===== src/sv/pld_pkg.sv =====
// Shared types, codes and helpers for the packet-line sideband deframer.
package pld_pkg;

  // Default number of hex digits in a line header
  localparam int HEADER_DIGITS_DEF = 4;

  // Widths of the configuration registers
  localparam int MAX_LEN_W = 16;
  localparam int CFG_DATA_W = 16;
  localparam int CFG_INDEX_W = 1;

  // Register indexes
  localparam logic [CFG_INDEX_W-1:0] REG_MAX_PAYLOAD_LEN = 1'd0;
  localparam logic [CFG_INDEX_W-1:0] REG_BAND_DEMUX_EN = 1'd1;

  // Register reset values
  localparam logic [MAX_LEN_W-1:0] MAX_PAYLOAD_LEN_RST = 16'd65520;
  localparam logic BAND_DEMUX_EN_RST = 1'b1;

  // Result kinds
  localparam logic [1:0] KIND_DATA = 2'd0;
  localparam logic [1:0] KIND_MSG = 2'd1;
  localparam logic [1:0] KIND_FLUSH = 2'd2;
  localparam logic [1:0] KIND_ERR = 2'd3;

  // Error codes
  localparam logic [2:0] ERR_NONE = 3'd0;
  localparam logic [2:0] ERR_BAD_HEX = 3'd1;
  localparam logic [2:0] ERR_BAD_LEN = 3'd2;
  localparam logic [2:0] ERR_HUNG_UP = 3'd3;
  localparam logic [2:0] ERR_BAD_BAND = 3'd4;

  // Band numbers
  localparam logic [7:0] BAND_DATA = 8'd1;
  localparam logic [7:0] BAND_MSG = 8'd2;

  // Header value reserved for the flush marker besides zero; also the header size
  localparam int HDR_BYTES = 4;

  // One input transaction
  typedef struct packed {
    logic [7:0] data_byte;
    logic       stream_end;
  } pld_item_t;

  // One result transaction
  typedef struct packed {
    logic [1:0] kind;
    logic [7:0] out_byte;
    logic       last;
    logic [2:0] error_code;
  } pld_result_t;

  // Hex digit decode: bit 4 is the valid flag, bits 3:0 the value
  function automatic logic [4:0] hex_decode(input logic [7:0] c);
    logic [4:0] r;
    r = '0;
    if (c inside {[8'h30:8'h39]}) begin
      r = {1'b1, 4'(c - 8'h30)};
    end else if (c inside {[8'h61:8'h66]}) begin
      r = {1'b1, 4'(c - 8'h57)};
    end else if (c inside {[8'h41:8'h46]}) begin
      r = {1'b1, 4'(c - 8'h37)};
    end
    return r;
  endfunction

endpackage


===== src/sv/pld_in_reg.sv =====
// Input register stage of the deframer.
module pld_in_reg
  import pld_pkg::*;
(
  input  logic      clk,
  input  logic      rst_n,
  input  logic      in_valid,
  output logic      in_ready,
  input  pld_item_t in_item,
  input  logic      advance,
  output logic      s1_valid,
  output pld_item_t s1_item
);

  logic      valid_r;
  pld_item_t item_r;

  // Take a new transaction whenever the stage is empty or moving on
  assign in_ready = !valid_r || advance;

  always_ff @(posedge clk) begin
    if (!rst_n) begin
      valid_r <= 1'b0;
    end else if (in_ready) begin
      valid_r <= in_valid;
    end
  end

  always_ff @(posedge clk) begin
    if (in_valid && in_ready) begin
      item_r <= in_item;
    end
  end

  assign s1_valid = valid_r;
  assign s1_item = item_r;

endmodule


===== src/sv/pld_parser.sv =====
// Line parser: header decode, band select, payload count and config registers.
module pld_parser
  import pld_pkg::*;
#(
  parameter int HEADER_DIGITS = HEADER_DIGITS_DEF
) (
  input  logic                   clk,
  input  logic                   rst_n,
  input  logic                   cfg_wr_en,
  input  logic [CFG_INDEX_W-1:0] cfg_index,
  input  logic [CFG_DATA_W-1:0]  cfg_data,
  input  logic                   fire,
  input  pld_item_t              item,
  output logic                   res_valid,
  output pld_result_t            res
);

  localparam int LW = 4 * HEADER_DIGITS;
  localparam int CW = (HEADER_DIGITS > 1) ? $clog2(HEADER_DIGITS) : 1;
  localparam int CMPW = (LW > MAX_LEN_W) ? LW : MAX_LEN_W;
  localparam logic [CW-1:0] LAST_DIGIT = CW'(HEADER_DIGITS - 1);

  // Parser phases
  localparam logic [1:0] PH_HEADER = 2'd0;
  localparam logic [1:0] PH_BAND = 2'd1;
  localparam logic [1:0] PH_PAYLOAD = 2'd2;
  localparam logic [1:0] PH_HALT = 2'd3;

  logic [MAX_LEN_W-1:0] max_len_r;
  logic                 demux_en_r;
  logic [1:0]           phase_r, phase_nxt;
  logic [CW-1:0]        cnt_r, cnt_nxt;
  logic [LW-1:0]        acc_r, acc_nxt;
  logic [MAX_LEN_W-1:0] left_r, left_nxt;
  logic                 msg_r, msg_nxt;

  logic [4:0]           hex;
  logic [LW-1:0]        acc_sh;
  logic [CMPW-1:0]      plen;
  logic [MAX_LEN_W-1:0] left_dec;

  // Configuration writes
  always_ff @(posedge clk) begin
    if (!rst_n) begin
      max_len_r <= MAX_PAYLOAD_LEN_RST;
      demux_en_r <= BAND_DEMUX_EN_RST;
    end else if (cfg_wr_en) begin
      case (cfg_index)
        REG_MAX_PAYLOAD_LEN: max_len_r <= cfg_data[MAX_LEN_W-1:0];
        REG_BAND_DEMUX_EN:   demux_en_r <= cfg_data[0];
        default: ;
      endcase
    end
  end

  // Shared datapath terms
  assign hex = hex_decode(item.data_byte);
  assign acc_sh = {acc_r[LW-5:0], hex[3:0]};
  assign plen = CMPW'(acc_sh) - CMPW'(HDR_BYTES);
  assign left_dec = left_r - MAX_LEN_W'(1);

  // Next state and result for one transaction
  always_comb begin
    phase_nxt = phase_r;
    cnt_nxt = cnt_r;
    acc_nxt = acc_r;
    left_nxt = left_r;
    msg_nxt = msg_r;
    res_valid = 1'b0;
    res = '0;
    if (fire && (phase_r != PH_HALT)) begin
      if (item.stream_end) begin
        res_valid = 1'b1;
        res.kind = KIND_ERR;
        res.error_code = ERR_HUNG_UP;
        phase_nxt = PH_HALT;
      end else begin
        case (phase_r)
          PH_HEADER: begin
            if (!hex[4]) begin
              res_valid = 1'b1;
              res.kind = KIND_ERR;
              res.error_code = ERR_BAD_HEX;
              phase_nxt = PH_HALT;
            end else if (cnt_r != LAST_DIGIT) begin
              cnt_nxt = cnt_r + CW'(1);
              acc_nxt = acc_sh;
            end else begin
              cnt_nxt = '0;
              acc_nxt = '0;
              if ((acc_sh == '0) || (acc_sh == LW'(HDR_BYTES))) begin
                res_valid = 1'b1;
                res.kind = KIND_FLUSH;
              end else if ((acc_sh < LW'(HDR_BYTES)) || (plen >= CMPW'(max_len_r))) begin
                res_valid = 1'b1;
                res.kind = KIND_ERR;
                res.error_code = ERR_BAD_LEN;
                phase_nxt = PH_HALT;
              end else begin
                left_nxt = plen[MAX_LEN_W-1:0];
                msg_nxt = 1'b0;
                phase_nxt = demux_en_r ? PH_BAND : PH_PAYLOAD;
              end
            end
          end
          PH_BAND: begin
            left_nxt = left_dec;
            if ((item.data_byte != BAND_DATA) && (item.data_byte != BAND_MSG)) begin
              res_valid = 1'b1;
              res.kind = KIND_ERR;
              res.error_code = ERR_BAD_BAND;
              phase_nxt = PH_HALT;
            end else begin
              msg_nxt = (item.data_byte == BAND_MSG);
              if (left_dec == '0) begin
                // band byte only: nothing to emit
                phase_nxt = (item.data_byte == BAND_MSG) ? PH_HALT : PH_HEADER;
              end else begin
                phase_nxt = PH_PAYLOAD;
              end
            end
          end
          PH_PAYLOAD: begin
            left_nxt = left_dec;
            res_valid = 1'b1;
            res.kind = msg_r ? KIND_MSG : KIND_DATA;
            res.out_byte = item.data_byte;
            res.last = (left_dec == '0);
            if (left_dec == '0) begin
              phase_nxt = msg_r ? PH_HALT : PH_HEADER;
            end
          end
          default: ;
        endcase
      end
    end
  end

  // Parser state
  always_ff @(posedge clk) begin
    if (!rst_n) begin
      phase_r <= PH_HEADER;
      cnt_r <= '0;
      acc_r <= '0;
      left_r <= '0;
      msg_r <= 1'b0;
    end else begin
      phase_r <= phase_nxt;
      cnt_r <= cnt_nxt;
      acc_r <= acc_nxt;
      left_r <= left_nxt;
      msg_r <= msg_nxt;
    end
  end

endmodule


===== src/sv/pld_out_reg.sv =====
// Result register stage of the deframer.
module pld_out_reg
  import pld_pkg::*;
(
  input  logic        clk,
  input  logic        rst_n,
  input  logic        s1_valid,
  input  logic        res_valid,
  input  pld_result_t res,
  output logic        advance,
  output logic        out_valid,
  input  logic        out_ready,
  output pld_result_t out_res
);

  logic        valid_r;
  pld_result_t res_r;

  // Register is free when empty or being drained this cycle
  assign advance = !valid_r || out_ready;

  always_ff @(posedge clk) begin
    if (!rst_n) begin
      valid_r <= 1'b0;
    end else if (advance) begin
      valid_r <= s1_valid && res_valid;
    end
  end

  always_ff @(posedge clk) begin
    if (advance && s1_valid && res_valid) begin
      res_r <= res;
    end
  end

  assign out_valid = valid_r;
  assign out_res = res_r;

endmodule


===== src/sv/pkt_line_sideband_deframer_core.sv =====
// Packet-line deframer with sideband demux: usage
// Input channel (in_valid/in_ready): one raw byte per transaction, or a
//   stream_end marker. Headers are hex length digits, payloads follow.
// Result channel (out_valid/out_ready): data bytes, remote message bytes,
//   flush markers and errors; at most one result per input transaction.
// Config port: cfg_wr_en writes cfg_data to register cfg_index (0 is the
//   max payload length, 1 the band demux enable); write only while idle.
// Path: an accepted input transaction goes through the input register, the
//   parser and then the result register before its result is on out_*.
// Throughput: one byte per cycle unless a held result stalls on out_ready;
//   the parser's next state is combinational, so the input and result
//   registers each pass one transaction per clock.
// Stall: when out_ready is low the result register holds, the input
//   register fills, and in_ready drops only once both are occupied.
// Reset (rst_n low, synchronous): both registers empty, parser waits for a
//   header, registers return to 65520 and demux on. After an error, or at
//   the end of a remote message, the block ignores input until reset.
module pkt_line_sideband_deframer_core
  import pld_pkg::*;
#(
  parameter int HEADER_DIGITS = HEADER_DIGITS_DEF
) (
  input  logic                   clk,
  input  logic                   rst_n,
  input  logic                   in_valid,
  output logic                   in_ready,
  input  logic [7:0]             in_data_byte,
  input  logic                   in_stream_end,
  output logic                   out_valid,
  input  logic                   out_ready,
  output logic [1:0]             out_kind,
  output logic [7:0]             out_byte,
  output logic                   out_last,
  output logic [2:0]             out_error_code,
  input  logic                   cfg_wr_en,
  input  logic [CFG_INDEX_W-1:0] cfg_index,
  input  logic [CFG_DATA_W-1:0]  cfg_data
);

  pld_item_t   in_item;
  pld_item_t   s1_item;
  logic        s1_valid;
  logic        advance;
  logic        res_valid;
  pld_result_t res;
  pld_result_t out_res;

  assign in_item.data_byte = in_data_byte;
  assign in_item.stream_end = in_stream_end;

  // Input register
  pld_in_reg u_in_reg (
    .clk      (clk),
    .rst_n    (rst_n),
    .in_valid (in_valid),
    .in_ready (in_ready),
    .in_item  (in_item),
    .advance  (advance),
    .s1_valid (s1_valid),
    .s1_item  (s1_item)
  );

  // Parser
  pld_parser #(
    .HEADER_DIGITS (HEADER_DIGITS)
  ) u_parser (
    .clk       (clk),
    .rst_n     (rst_n),
    .cfg_wr_en (cfg_wr_en),
    .cfg_index (cfg_index),
    .cfg_data  (cfg_data),
    .fire      (s1_valid && advance),
    .item      (s1_item),
    .res_valid (res_valid),
    .res       (res)
  );

  // Result register
  pld_out_reg u_out_reg (
    .clk       (clk),
    .rst_n     (rst_n),
    .s1_valid  (s1_valid),
    .res_valid (res_valid),
    .res       (res),
    .advance   (advance),
    .out_valid (out_valid),
    .out_ready (out_ready),
    .out_res   (out_res)
  );

  assign out_kind = out_res.kind;
  assign out_byte = out_res.out_byte;
  assign out_last = out_res.last;
  assign out_error_code = out_res.error_code;

endmodule


===== config.mk =====
export PLATFORM = sky130hd
export DESIGN_NAME = pkt_line_sideband_deframer_core
export DESIGN_NICKNAME = d
export VERILOG_FILES = /design/src/sv/pld_pkg.sv /design/src/sv/pld_in_reg.sv /design/src/sv/pld_parser.sv /design/src/sv/pld_out_reg.sv /design/src/sv/pkt_line_sideband_deframer_core.sv
export SDC_FILE = /design/constraint.sdc
export NUM_CORES = 1
export LEC_CHECK = 0
export BUFFER_PORTS_ARGS = -buffer_cell sky130_fd_sc_hd__buf_2
export CORE_MARGIN = 5
export CORE_UTILIZATION = 35
export DETAILED_ROUTE_END_ITERATION = 8
export PLACE_DENSITY_LB_ADDON = 0.05
export SETUP_SLACK_MARGIN = 0.5
export SYNTH_ARGS = -nofsm -noshare
export SYNTH_HDL_FRONTEND = slang
export SYNTH_SLANG_ARGS = --single-unit
export TNS_END_PERCENT = 30

===== constraint.sdc =====
create_clock -name clk -period 4.2 [get_ports clk]
set_input_delay 0.42 -clock clk [delete_from_list [all_inputs] [get_ports clk]]
set_output_delay 0.42 -clock clk [all_outputs]
set_load 0.05 [all_outputs]

==> flow_metrics.tcl, run 1 <==
set metrics [dict create \
    status "finished, final reports clean" \
    core.rowCount 41 \
    start_util_pct 35.7 \
    seq_area_sq_um 1730 \
    clkTransAtPathRegs_ns 0.06 \
    powerDensity_nw_per_um2 365 \
    skew_ns 0.00691 \
    postCtsHoldBufs 0 \
    async_flop_share_pct 0 \
    worstPathMaxFanout 7 \
    ff2ff_path_depth 20 \
    synth_area_sq_um 4500 \
    p_leak_uw 0.00237 \
    cp.depth 20 \
    wl_per_cell_um 16.0 \
    grt_pass1_vias 3858 \
    yosys-top-cells-count "nand2_1 (66), a21oi_1 (54), dfxtp_1 (52)" \
    synthFlopType "dfxtp_1" \
    postLayoutCoreUtil_pct 44.9 \
    yosysTopAreaCell "dfxtp_1" \
    grt_max_degree 33 \
    ant_nets 0 \
    core_sq_um 12600 \
    antenna_found_initial 0 \
    layout.nets 657 \
    crit_chain "inv_2, ha_4, o21bai_4, a2111oi_4, and2b_1, xnor2_1, nor2_1, inv_2, ha_4, nand2_4, nor3_4, xor2_1, ha_1, a21o_1, a21oi_2, o21ai_1, o21ai_1, and2_4, a41oi_4, o31a_4" \
    fin_crit_ns 4.01 \
    setup_violations 0 \
    multi_input_area_sq_um 2680 \
    io_pins 47 \
    tightest_slew_ns 0.989 \
    crit_path_top_delay_cell "edfxtp_1" \
    numCtsBuffers 9 \
    drive_gt1_share_pct 25.0 \
    cts_tree "yes" \
    vias 4030 \
    hpwlAfterDp_um 8960 \
    wirelength_um 12400 \
    holdPathStages 1 \
    crit_family "compound AO/OA/AOI/OAI gates" \
    drv_slew 0 \
    gr-total-overflow 0 \
    yosysUniqueCellTypes 63 \
    crit_path_end_kind "flip-flop" \
    cp_data_required_time_ns 4.29 \
    ir_drop_mv 0.199 \
    yosysMostFrequentCell "nand2_1" \
    ys_warn_count 0 \
    synth_nets 587 \
    finalHoldViolCount 0 \
    worst-path-buf-inv 2 \
    ys_ff_latch 75 \
    first_iter_violations 240 \
    seq_area_frac_synth_pct 38.4 \
    tns_ns 0 \
    max_slew_margin_pct 33.8 \
    cts_root_buffer "clkbuf_16" \
    die-area_sq_um 15200 \
    rsz0062_at_grt "true" \
    grt_usage_pct 16.8 \
    vias_per_cell 5.22 \
    cpPeakStageDelay_ns 0.41 \
    drc_errors 0 \
    die_h_um 123 \
    die_w_um 123 \
    synth-edff-count 23 \
    port_buffers 46 \
    hold_class "in2reg" \
    fillers 1302 \
    worstSetupPathType "reg2reg" \
    antenna_cells 0 \
    finalCritPeriodShare_pct 95.5 \
    max_freq_ghz 0.249 \
    area_delta_synth_final_pct 25.9 \
    grt_first_pass_wirelength_um 19900 \
    cts_htree_levels 3 \
    cp.arrival_ns 4.10 \
    synth_top_area_share_pct 23.1 \
    maxCapViolCount 0 \
    synth_area_leaders "dfxtp_1 (23%), edfxtp_1 (15%), ha_1 (8.6%)" \
    synthCells 525 \
    drtPass1Iterations 4 \
    synth_area_per_cell_sq_um 8.58 \
    cts_num_sinks 75 \
    place_congestion 0.843 \
    cts_buffer_depth 2 \
    insertion_delay_ns 0.35 \
    worstSetupStartpointType "flip-flop" \
]
-- cell families after synthesis --
logic type	Yosys count	share of synthesized area (%)
and+or+nand+nor	202	21.8
AOI/OAI and AO/OA	137	21.3
DFF	75	38.4
buffers and inverters	59	5.67
adders and majority gates	31	8.61
xor gates and xnor gates	16	3.11
muxes	5	1.14
-- worst paths after layout --
kind / startpoint / to / slack (ns)
hold / removal: in_data_byte[1] / u_in_reg.s1_item[2]$_DFFE_PP_ / 0.25
setup reg to reg: u_in_reg.s1_item[2]$_DFFE_PP_ / u_out_reg.out_res[0]$_SDFFCE_PN0P_ / 0.19
hold reg to reg: u_parser.cnt_r[1]$_SDFFE_PN0P_ / u_parser.cnt_r[1]$_SDFFE_PN0P_ / 0.46
setup / recovery: u_in_reg.s1_item[2]$_DFFE_PP_ / u_out_reg.out_res[0]$_SDFFCE_PN0P_ / 0.19
-- state kept, by name (all words and copies together), names as in the netlist --
register	flops
u_parser.left_r	16
u_parser.max_len_r	16
u_out_reg.out_res	14
u_parser.acc_r	12
u_in_reg.s1_item	9
u_parser.cnt_r	2
u_parser.phase_r	2
u_in_reg.s1_valid	1
u_out_reg.out_valid	1
u_parser.demux_en_r	1
u_parser.msg_r	1
-- timing repair --
action / in CTS / in global routing
setup endpoints to repair: 37 / 37
pin swaps: 3 / 11
resized for setup: 5 / 16
gates cloned: 1 / 2
buffers inserted: 8 / 3
-- per-stage QoR --
step	area [sq um]	setup WS (ns)	instances	power [uW]	hold slack, ns
after floorplan	4570	-0.00242	525	1050	0.436
after global placement	5100	0.0252	742	1150	0.449
after detailed placement	5100	-0.124	742	1150	0.454
after CTS	5560	0.161	767	2080	0.238
after global routing	5670	-0.0602	772	2170	0.243
final	5670	0.189	772	2070	0.246
-- placed cells by master (no fill, tap or decap), drive strengths merged, types with 3 or more instances in the layout --
cell     synthesis  layout
a211oi           6       6
a21o             4       4
a21oi           55      55
a31oi            4       4
and2             4       4
and3             8       8
buf              9      87
clkbuf          21      13
clkinv           1       3
dfxtp           52      52
edfxtp          23      23
ha              31      31
inv             28      28
mux2i            4       4
nand2           66      66
nand2b           8       8
nand3           20      20
nand4            3       3
nor2            45      45
nor2b            3       3
nor3            14      14
nor3b            3       3
nor4             9       9
nor4b            3       3
o2111ai          4       4
o211ai          17      17
o21ai           19      19
o221a            3       3
o31a             3       4
o32ai            4       4
or2              4       4
or3              3       3
xnor2            6       6
xor2            10      10
-- power by group --
group / switching (uW) / internal, uW
clock network: 316 / 597
logic: 221 / 143
registers: 18.7 / 775
-- final cells by class --
| type | count | share of cell area [%] |
|---|---|---|
| repair buffers | 88 | 10.2 |
| inverters | 29 | 1.92 |
| clock inverters | 4 | 1.37 |
| multi-input cells | 392 | 47.2 |
| well taps | 172 | 3.80 |
| clock buffers | 12 | 4.94 |
| flip-flops and latches | 75 | 30.5 |
-- layer usage --
| metal | vias up | part of all wire, % | track usage (%) |
|---|---|---|---|
| met3 | 22 | 4.8 | 2.88 |
| met5 | - | 0 | 0 |
| met2 | 82 | 44 | 25.1 |
| met1 | 1897 | 49 | 23.8 |
| met4 | 0 | 1.9 | 7.34 |
| li1 | 2029 | - | - |
Note: power is estimated with default switching activity, not from simulation.
==> run 2, diff against run 1 <==
--- a/config.mk
+++ b/config.mk
@@ -11,6 +11,7 @@
 export DETAILED_ROUTE_END_ITERATION = 8
 export PLACE_DENSITY_LB_ADDON = 0.05
 export SETUP_SLACK_MARGIN = 0.5
+export SKIP_CTS_REPAIR_TIMING = 1
 export SYNTH_ARGS = -nofsm -noshare
 export SYNTH_HDL_FRONTEND = slang
 export SYNTH_SLANG_ARGS = --single-unit
==> constraint.sdc (replaced) <==
create_clock -name clk -period 5 [get_ports clk]
set_input_delay 0.5 -clock clk [delete_from_list [all_inputs] [get_ports clk]]
set_output_delay 0.5 -clock clk [all_outputs]
set_load 0.05 [all_outputs]
==> flow_metrics.tcl, run 2 (synthesized netlist as in run 1, its figures left out) <==
set metrics [dict create \
    die_h_um 123 \
    hold_class "in2reg" \
    fillers 1298 \
    cts_buffer_depth 2 \
    worstPathMaxFanout 7 \
    powerDensity_nw_per_um2 301 \
    antenna_cells 0 \
    grt_pass1_vias 3771 \
    worstSetupPathType "reg2reg" \
    fin_crit_ns 4.36 \
    final_common_cell "nand2_1" \
    cts_num_sinks 75 \
    ant_nets 0 \
    crit_chain "inv_2, ha_4, o21bai_4, a2111oi_4, buf_4, a21o_1, o21ai_1, buf_4, ha_1, inv_1, ha_1, a211o_1, a21oi_1, a211oi_1, o21ai_2, and2_4, a41oi_4, o31a_4" \
    timing.rr.start "u_in_reg.s1_item[1]$_DFFE_PP_" \
    p_leak_uw 0.00224 \
    placed_cell_area_sq_um 4910 \
    start_util_pct 35.7 \
    io_pins 47 \
    vias_per_cell 5.19 \
    hold_end "u_in_reg.s1_item[3]$_DFFE_PP_" \
    wirelength_um 11900 \
    place_congestion 0.830 \
    multi_input_area_sq_um 2650 \
    crit_path_end_kind "flip-flop" \
    cp_data_required_time_ns 5.08 \
    layout.nets 638 \
    cts_htree_levels 3 \
    cts_root_buffer "clkbuf_16" \
    hpwlAfterDp_um 8790 \
    worstSetupStartpointType "flip-flop" \
    use_met3_pct 3.02 \
    seq_area_sq_um 1730 \
    rsz0062_at_grt "true" \
    core.rowCount 41 \
    rr_endpoint "u_out_reg.out_res[12]$_SDFFCE_PN0P_" \
    grt_usage_pct 16.5 \
    area_delta_synth_final_pct 20.1 \
    rrSetupSlack_ns 0.64 \
    holdPathStages 1 \
    numCtsBuffers 9 \
    finalCritPeriodShare_pct 87.2 \
    max_freq_ghz 0.229 \
    port_buffers 46 \
    drtPass1Iterations 5 \
    wl_per_cell_um 15.9 \
    finalHoldViolCount 0 \
    drv_slew 0 \
    ir_drop_mv 0.178 \
    drive_gt1_share_pct 20.7 \
    maxCapViolCount 0 \
    max_slew_margin_pct 35.7 \
    cpPeakStageDelay_ns 0.49 \
    use_met1_pct 23.3 \
    first_iter_violations 217 \
    grt-busiest-layer "met2" \
    setup_violations 0 \
    cts_tree "yes" \
    final_area_sq_um 5410 \
    clkTransAtPathRegs_ns 0.06 \
    grt_first_pass_wirelength_um 19200 \
    gr-total-overflow 0 \
    tightest_slew_ns 0.959 \
    cp.arrival_ns 4.45 \
    insertion_delay_ns 0.34 \
    drc_errors 0 \
    antenna_found_initial 0 \
    die-area_sq_um 15200 \
    core_sq_um 12600 \
    min-delay-start "in_data_byte[2]" \
    status "finished, final reports clean" \
    gr-usage-met2_pct 25.0 \
    die_w_um 123 \
    layout_common_cells "nand2_1 (65), a21oi_1 (53), dfxtp_1 (52)" \
    tns_ns 0 \
    skew_ns 0.00573 \
    crit_path_top_delay_cell "edfxtp_1" \
    ff2ff_path_depth 18 \
    vias 3905 \
    grt_max_degree 32 \
]
## run 2: critical path: cells and delay by family, from the launching register on
family	cells	cell delay, ns
AO/OA/AOI/OAI	10	2.01
adder cells (fa/ha/maj)	3	0.80
buffers and inverters	4	0.59
flip-flops	1	0.49
AND/OR/NAND/NOR	1	0.20
## run 2: power by group
group	internal, uW	leakage (uW)	switching, uW	total [uW]
combinational	111	0.00144	182	293
clock	424	0.000152	245	668
sequential	651	0.000651	16.1	667
total	1190	0.00224	442	1630
## run 2: metal layers
layer / up-vias / share of wire, %
li1: 1996 / -
met1: 1829 / 51
met2: 69 / 45
met3: 11 / 3.4
met4: 0 / 1.4
met5: - / 0
## run 2: area by class of cell
cell class	count	area share, %
tap	172	3.98
clock inverter	2	0.647
timing repair buffer	69	7.45
sequential	75	32.0
multi-input combinational	392	48.9
inverter	29	2.01
clock buffer	13	4.99
## run 2: stage by stage
step	std cells	util, %	total power (uW)	setup slack (ns)	hold WS (ns)
final	752	42.9	1630	0.638	0.330
after global routing	752	42.9	1710	0.424	0.313
after CTS	742	41.3	1620	0.0984	0.315
after detailed placement	727	38.9	949	0.105	0.456
after global placement	727	38.9	949	0.207	0.446
after floorplan	525	-	874	0.518	0.436
## run 2: how the worst max path moves through the flow
stage | from | cells past startpoint | end | slack, ns
2_1_floorplan | u_in_reg.s1_item[2]$_DFFE_PP_ | 20 | u_out_reg.out_res[0]$_SDFFCE_PN0P_ | 0.52
3_3_place_gp | u_in_reg.s1_item[1]$_DFFE_PP_ | 20 | u_parser.left_r[0]$_SDFFE_PN0P_ | 0.21
3_5_place_dp | u_in_reg.s1_item[1]$_DFFE_PP_ | 20 | u_parser.left_r[0]$_SDFFE_PN0P_ | 0.10
4_1_cts | u_in_reg.s1_item[1]$_DFFE_PP_ | 20 | u_parser.left_r[0]$_SDFFE_PN0P_ | 0.1
5_1_grt | u_in_reg.s1_item[1]$_DFFE_PP_ | 20 | u_out_reg.out_res[13]$_SDFFCE_PN0P_ | 0.42
6_report | u_in_reg.s1_item[1]$_DFFE_PP_ | 18 | u_out_reg.out_res[12]$_SDFFCE_PN0P_ | 0.64
==> run 3, diff against run 2 <==
--- a/config.mk
+++ b/config.mk
@@ -5,6 +5,7 @@
 export SDC_FILE = /design/constraint.sdc
 export NUM_CORES = 1
 export LEC_CHECK = 0
+export ABC_AREA = 1
 export BUFFER_PORTS_ARGS = -buffer_cell sky130_fd_sc_hd__buf_2
 export CORE_MARGIN = 5
 export CORE_UTILIZATION = 35
==> flow_metrics.tcl, run 3 <==
set metrics [dict create \
    max_freq_ghz 0.250 \
    finalCritPeriodShare_pct 80.0 \
    final_area_sq_um 5550 \
    wirelength_um 12800 \
    tightest_slew_ns 0.877 \
    wl_per_cell_um 14.1 \
    ys_warn_count 0 \
    drive_gt1_share_pct 14.9 \
    yosys-top-cells-count "nand2_1 (188), nor2_1 (107), inv_1 (85)" \
    ant_nets 0 \
    core_sq_um 13300 \
    insertion_delay_ns 0.35 \
    crit_path_end_kind "flip-flop" \
    clkTransAtPathRegs_ns 0.06 \
    core.rowCount 42 \
    antenna_cells 0 \
    cpPeakStageDelay_ns 0.42 \
    cp.arrival_ns 4.05 \
    yosysTopAreaCell "dfxtp_1" \
    holdWs_ns 0.329 \
    powerDensity_nw_per_um2 318 \
    placed_cell_area_sq_um 5150 \
    cts_root_buffer "clkbuf_16" \
    vias 4341 \
    finalHoldViolCount 0 \
    synth_area_leaders "dfxtp_1 (22%), nand2_1 (15%), edfxtp_1 (15%)" \
    seq_area_sq_um 1730 \
    yosysMostFrequentCell "nand2_1" \
    drv_slew 0 \
    synthFlopType "dfxtp_1" \
    worstSetupPathType "reg2reg" \
    cts_buffer_depth 2 \
    ir_drop_mv 0.153 \
    crit_path_top_delay_cell "edfxtp_1" \
    area_delta_synth_final_pct 16.9 \
    numCtsBuffers 9 \
    grt_pass1_vias 4143 \
    layout_common_cells "nand2_1 (187), nor2_1 (106), inv_1 (85)" \
    grt_max_degree 33 \
    rsz0062_at_grt "true" \
    drtPass1Iterations 7 \
    finalWorstSetupSlack_ns 1.00 \
    cts_tree "yes" \
    multi_input_area_sq_um 2670 \
    hpwlAfterDp_um 9880 \
    first_iter_violations 235 \
    die-area_sq_um 16000 \
    start_util_pct 35.7 \
    p_leak_uw 0.00275 \
    ys_ff_latch 75 \
    fin_crit_ns 4.00 \
    synth_nets 744 \
    io_pins 47 \
    async_flop_share_pct 0 \
    tns_ns 0 \
    layout.nets 794 \
    cp_data_required_time_ns 5.05 \
    total_power_uw 1760 \
    grt_usage_pct 16.2 \
    synth_area_sq_um 4750 \
    crit_top_cell "nand2_1" \
    dp_slack_ns 0.542 \
    skew_ns 0.00768 \
    max_slew_margin_pct 41.5 \
    cts_htree_levels 3 \
    antenna_found_initial 0 \
    vias_per_cell 4.75 \
    fillers 1400 \
    maxCapViolCount 0 \
    place_congestion 0.888 \
    hold_class "in2reg" \
    synth-edff-count 23 \
    synthCells 682 \
    port_buffers 46 \
    status "finished, final reports clean" \
    synth_top_area_share_pct 21.9 \
    worstPathMaxFanout 7 \
    grt_first_pass_wirelength_um 20700 \
    cts_num_sinks 75 \
    yosysUniqueCellTypes 42 \
    final_common_cell "nand2_1" \
    gr-total-overflow 0 \
    worstSetupStartpointType "flip-flop" \
    synth_area_per_cell_sq_um 6.97 \
    die_w_um 127 \
    setup_violations 0 \
    seq_area_frac_synth_pct 36.4 \
    drc_errors 0 \
    die_h_um 127 \
]
==> run 3: final timing paths <==
check / startpoint / endpoint / slack [ns] / cells after the start
worst max-delay path: u_in_reg.s1_item[2]$_DFFE_PP_ / u_out_reg.out_res[5]$_SDFFCE_PP0P_ / 1.00 / 28
worst max register to register: u_in_reg.s1_item[2]$_DFFE_PP_ / u_out_reg.out_res[5]$_SDFFCE_PP0P_ / 1.00 / 28
worst min-delay path: in_data_byte[4] / u_in_reg.s1_item[5]$_DFFE_PP_ / 0.33 / 1
worst min register to register: u_parser.max_len_r[1]$_SDFFE_PN0P_ / u_parser.max_len_r[1]$_SDFFE_PN0P_ / 0.47 / 2
==> run 3: worst max-delay path, delay by kind of cell (launching register included) <==
| family | cells | cell delay [ns] |
|---|---|---|
| buf+inv | 5 | 0.51 |
| flops | 1 | 0.42 |
| fa+ha+maj | 3 | 0.66 |
| simple gates | 19 | 1.96 |
| xor+xnor | 1 | 0.16 |
==> run 3: area by class of cell <==
cell class	count	share of cell area, %
multi-input combinational	503	48.1
inverter	92	6.22
sequential	75	31.2
timing repair buffer	51	5.05
clock buffer	12	4.64
tap	176	3.97
clock inverter	4	0.879
==> run 3: logic make-up (layout without fill, tap and decap cells) <==
family | after synthesis | in the layout | synth area share (%)
AO/OA/AOI/OAI | 85 | 85 | 10.4
AND/OR/NAND/NOR | 374 | 375 | 34.0
multiplexers | 1 | 1 | 0.211
flip-flops | 75 | 75 | 36.4
buffers and inverters | 105 | 159 | 8.74
adder cells (fa/ha/maj) | 31 | 31 | 8.16
XOR/XNOR | 11 | 11 | 2.03
==> run 3: power by group <==
part / internal (uW) / switching, uW / leakage (uW)
combinational: 122 / 290 / 0.00194
clock: 415 / 257 / 0.000156
sequential: 665 / 15.4 / 0.000647
==> run 3: stage by stage <==
step           utilization (%)  std cells
2_1_floorplan                -        682
3_3_place_gp              38.7        893
3_5_place_dp              38.7        893
4_1_cts                   41.0        909
5_1_grt                   41.8        913
6_report                  41.8        913
==> run 3: routing by layer <==
| layer | up-vias | track usage, % | routed length (um) |
|---|---|---|---|
| li1 | 2281 | - | - |
| met1 | 1940 | 21.7 | 6090 |
| met2 | 94 | 25.5 | 5790 |
| met3 | 26 | 4.04 | 604 |
| met4 | 0 | 5.80 | 349 |
| met5 | - | 0 | 0 |
